[src/hdl/hprt_pkg.sv]
`timescale 1ns / 1ps
`default_nettype none
// ----------------------------------------------------------------------------
// hprt_pkg: shared types and codes
// Operation and result codes, field widths and the cell control group.
// ----------------------------------------------------------------------------
package hprt_pkg;

    localparam int TAG_W     = 16;
    localparam int SLOT_W    = 4;
    localparam int SLOT_SPAN = 16;
    localparam int MAX_OUT   = 32;
    localparam int NOUT_W    = 6;

    localparam logic [1:0] FUNC_ACQUIRE = 2'd0;
    localparam logic [1:0] FUNC_RELEASE = 2'd1;
    localparam logic [1:0] FUNC_SET     = 2'd2;
    localparam logic [1:0] FUNC_RETIRE  = 2'd3;

    localparam logic [1:0] KIND_GRANT   = 2'd0;
    localparam logic [1:0] KIND_RECLAIM = 2'd1;
    localparam logic [1:0] KIND_DONE    = 2'd2;
    localparam logic [1:0] KIND_FULL    = 2'd3;

    typedef struct packed {
        logic shift;
        logic load;
        logic tail;
    } t_cell_ctl;

endpackage
`default_nettype wire

[src/hdl/hprt_cell.sv]
`timescale 1ns / 1ps
`default_nettype none
// ----------------------------------------------------------------------------
// hprt_cell: one retired record cell
// Holds one record; loads a new record, takes its right neighbor's record
// on a shift, or takes the head record when it is the tail of the queue.
// ----------------------------------------------------------------------------
module hprt_cell #(
    parameter int ADDR_BITS = 32
) (
    input  wire                        i_clk,
    input  hprt_pkg::t_cell_ctl        i_ctl,
    input  wire [ADDR_BITS-1:0]        i_new_addr,
    input  wire [hprt_pkg::TAG_W-1:0]  i_new_tag,
    input  wire [ADDR_BITS-1:0]        i_right_addr,
    input  wire [hprt_pkg::TAG_W-1:0]  i_right_tag,
    input  wire [ADDR_BITS-1:0]        i_head_addr,
    input  wire [hprt_pkg::TAG_W-1:0]  i_head_tag,
    output logic [ADDR_BITS-1:0]       o_addr,
    output logic [hprt_pkg::TAG_W-1:0] o_tag
);
    import hprt_pkg::*;

    logic [ADDR_BITS-1:0] r_addr;
    logic [TAG_W-1:0]     r_tag;

    always_ff @(posedge i_clk) begin
        if (i_ctl.load) begin
            r_addr <= i_new_addr;
            r_tag  <= i_new_tag;
        end else if (i_ctl.shift) begin
            // kept head record rejoins at the tail of the queue
            r_addr <= i_ctl.tail ? i_head_addr : i_right_addr;
            r_tag  <= i_ctl.tail ? i_head_tag : i_right_tag;
        end
    end

    assign o_addr = r_addr;
    assign o_tag  = r_tag;

endmodule
`default_nettype wire
[config.mk]
export PLATFORM = sky130hd
export DESIGN_NAME = hprt_cell
export DESIGN_NICKNAME = d
export VERILOG_FILES = /design/src/hdl/hprt_pkg.sv /design/src/hdl/hprt_cell.sv
export SDC_FILE = /design/constraint.sdc
export NUM_CORES = 1
export LEC_CHECK = 0
export ABC_CLOCK_PERIOD_IN_PS = 1660
export CAP_MARGIN = 25
export CORE_MARGIN = 4
export CORE_UTILIZATION = 30
export CTS_CLUSTER_DIAMETER = 50
export DETAILED_ROUTE_END_ITERATION = 12
export DONT_BUFFER_PORTS = 1
export SLEW_MARGIN = 20
export SYNTH_ARGS = -nofsm -noshare
export SYNTH_HDL_FRONTEND = slang
export SYNTH_SLANG_ARGS = --single-unit
[constraint.sdc]
create_clock -name i_clk -period 1.66 [get_ports i_clk]
set_input_delay 0.166 -clock i_clk [delete_from_list [all_inputs] [get_ports i_clk]]
set_output_delay 0.166 -clock i_clk [all_outputs]
set_load 0.05 [all_outputs]
==> qor.yml <==
run_status:
  status: "finished, final reports clean"
detailed_routing:
  drt_iter0_drc: 27
  drtPass1Iterations: 3
  wl_mm: 5.74
  vias: 1556
  ant_nets: 0
  via_per_inst: 5.14
  wl_per_cell_um: 18.9
  drc: 0
synthesis:
  seq_area_frac_synth_pct: 58.0
  synth-simple-area-share_pct: 7.50
  yosysWarnings: 0
  synth_fa_ha_area_share_pct: 0
  synth_nets: 358
  synth_top_cell_by_area: "edfxtp_1"
  synth_xor_area_share_pct: 0
  netlist_instances: 210
  syn_area_per_cell_um2: 11.8
  yosysTopAreaCellShare_pct: 58.0
  yosys-top-cells-area: "edfxtp_1 (58%), mux2i_1 (19%), nand2_1 (7.2%)"
  synth_area_um2: 2490
  synth_top_family_by_area: "multiplexers"
  synth_compound_area_share_pct: 9.66
  synth_cell_types: 11
  muxShareOfSynthArea_pct: 19.3
  ys_ff_latch: 48
floorplanning:
  initial_utilization_pct: 31.5
  boundaryPins: 196
  std_cell_rows: 32
  coreArea_um2: 7890
  design.die.area_um2: 9810
  dieWidth_um: 99.0
  die_y_um: 99.0
pwr:
  p_per_area_nw_per_um2: 1230
  leakage_uw: 0.00102
  ir_worst_vdd_mv: 0.431
timing:
  worst_slew_pin_slew_ns: 0.610
  setup-tns-final_ns: 0
  relSlewSlack_pct: 59.3
  setup_ws_ns: 0.509
  finalSetupViolCount: 0
  hold_violations: 0
  drv_slew: 0
  fmax_ghz: 0.869
  rsz0062_at_grt: "no"
  fin_crit_ns: 1.15
  timing.hold.ws_ns: 0.0637
  fin_crit_sh_pct: 69.4
placed_design:
  gp_routability_congestion: 0.741
  dp_slack_ns: 0.483
  dpl_cell_area_um2: 2480
  dp_hpwl_mm: 4.32
  portBuffers: 0
cells_and_area:
  num-nets-final: 349
  drive_gt1_share_pct: 4.48
  area_growth_pct: 5.08
  fillCellCount: 774
  diodes: 0
  finalCoreUtilization_pct: 33.1
  final_area_um2: 2610
global_routing:
  grt_pass1_wl_mm: 8.45
  grt_pass1_vias: 1639
  grt_max_degree: 98
  antenna_found_initial: 0
  grt.overflow.total: 0
  grt_usage_pct: 11.0
setup_path:
  worst_setup_path_end_kind: "output port"
  crit_fanout: 1
  startpoint_type: "register"
  path_depth: 0
  cp.arrival_ns: 0.99
  crit_type: "reg2out"
  critPathRequiredTime_ns: 1.49
hold_path:
  holdPathStages: 2
  hold_class: "in2reg"
clock_tree:
  ctsResizeCount: 0
  cts_tree: "done"
  postCtsSetupBuffers: 0
  cts_root_buf: "clkbuf_8"
  cts_hold_buf: 0
  clkSinkCount: 48
  htree_levels: 2
  tritoncts.num_buffers: 5
  cts_buffer_depth: 2
  clk_pin_slew_ns: 0.08
run:
  max_cap_viol_count: 0
-- worst paths after layout --
| kind | slack, ns | startpoint | endpoint |
|---|---|---|---|
| worst max-delay path | 0.51 | o_addr[31] | o_addr[31] |
| worst min-delay path | 0.06 | i_ctl[1] | o_addr[1] |
-- cell type report --
type                    count  area (um^2)  share of cell area [%]
clock buffers               5         68.8                    2.63
clock inverters             2         60.1                    2.30
flip-flops and latches     48         1440                    55.2
repair buffers              1         7.51                   0.287
well taps                 102          128                    4.89
multi-input cells         145          907                    34.7
-- sequential cells by signal (all words and copies together) (netlist names) --
signal and cells:
o_addr 32, o_tag 16
-- cell usage after synthesis --
cell type   n
buf_12      3
buf_2       5
buf_4       1
buf_6       2
clkbuf_1    6
edfxtp_1   48
mux2i_1    48
nand2_1    48
o21ai_0    28
o21ai_1    20
or2_2       1
-- routing by layer --
layer / track usage [%] / vias up / wire (um)
li1: - / 743 / -
met1: 11.0 / 695 / 1920
met2: 19.2 / 116 / 2930
met3: 6.16 / 2 / 847
met4: 3.78 / 0 / 51
met5: 0 / - / 0
-- stage by stage --
| stage | power [uW] | cells |
|---|---|---|
| final | 3220 | 303 |
| after detailed placement | 2290 | 296 |
| after global routing | 3360 | 303 |
| after CTS | 3280 | 303 |
| after floorplan | 2300 | 210 |
| after global placement | 2280 | 296 |
-- layout by cell type, fill, tap and decap left out --
| cell type | n |
|---|---|
| o21ai_1 | 20 |
| o21ai_0 | 28 |
| mux2i_1 | 48 |
| buf_4 | 1 |
| edfxtp_1 | 48 |
| bufinv_16 | 2 |
| or2_2 | 1 |
| nand2_1 | 48 |
| clkbuf_8 | 5 |
-- power by group --
part | internal (uW) | switching, uW | total, uW | leakage (uW)
clock network | 593 | 372 | 965 | 0.0000642
logic | 93.8 | 81.5 | 175 | 0.000460
registers | 1510 | 563 | 2080 | 0.000494
total | 2200 | 1020 | 3220 | 0.00102
-- kinds of logic (layout without fill, tap and decap cells) --
kind of cell / after synthesis / count (layout)
muxes: 48 / 48
buffers and inverters: 17 / 8
DFF: 48 / 48
AOI/OAI and AO/OA: 48 / 48
and+or+nand+nor: 49 / 49
No activity file was read; power rests on OpenSTA's default activity.
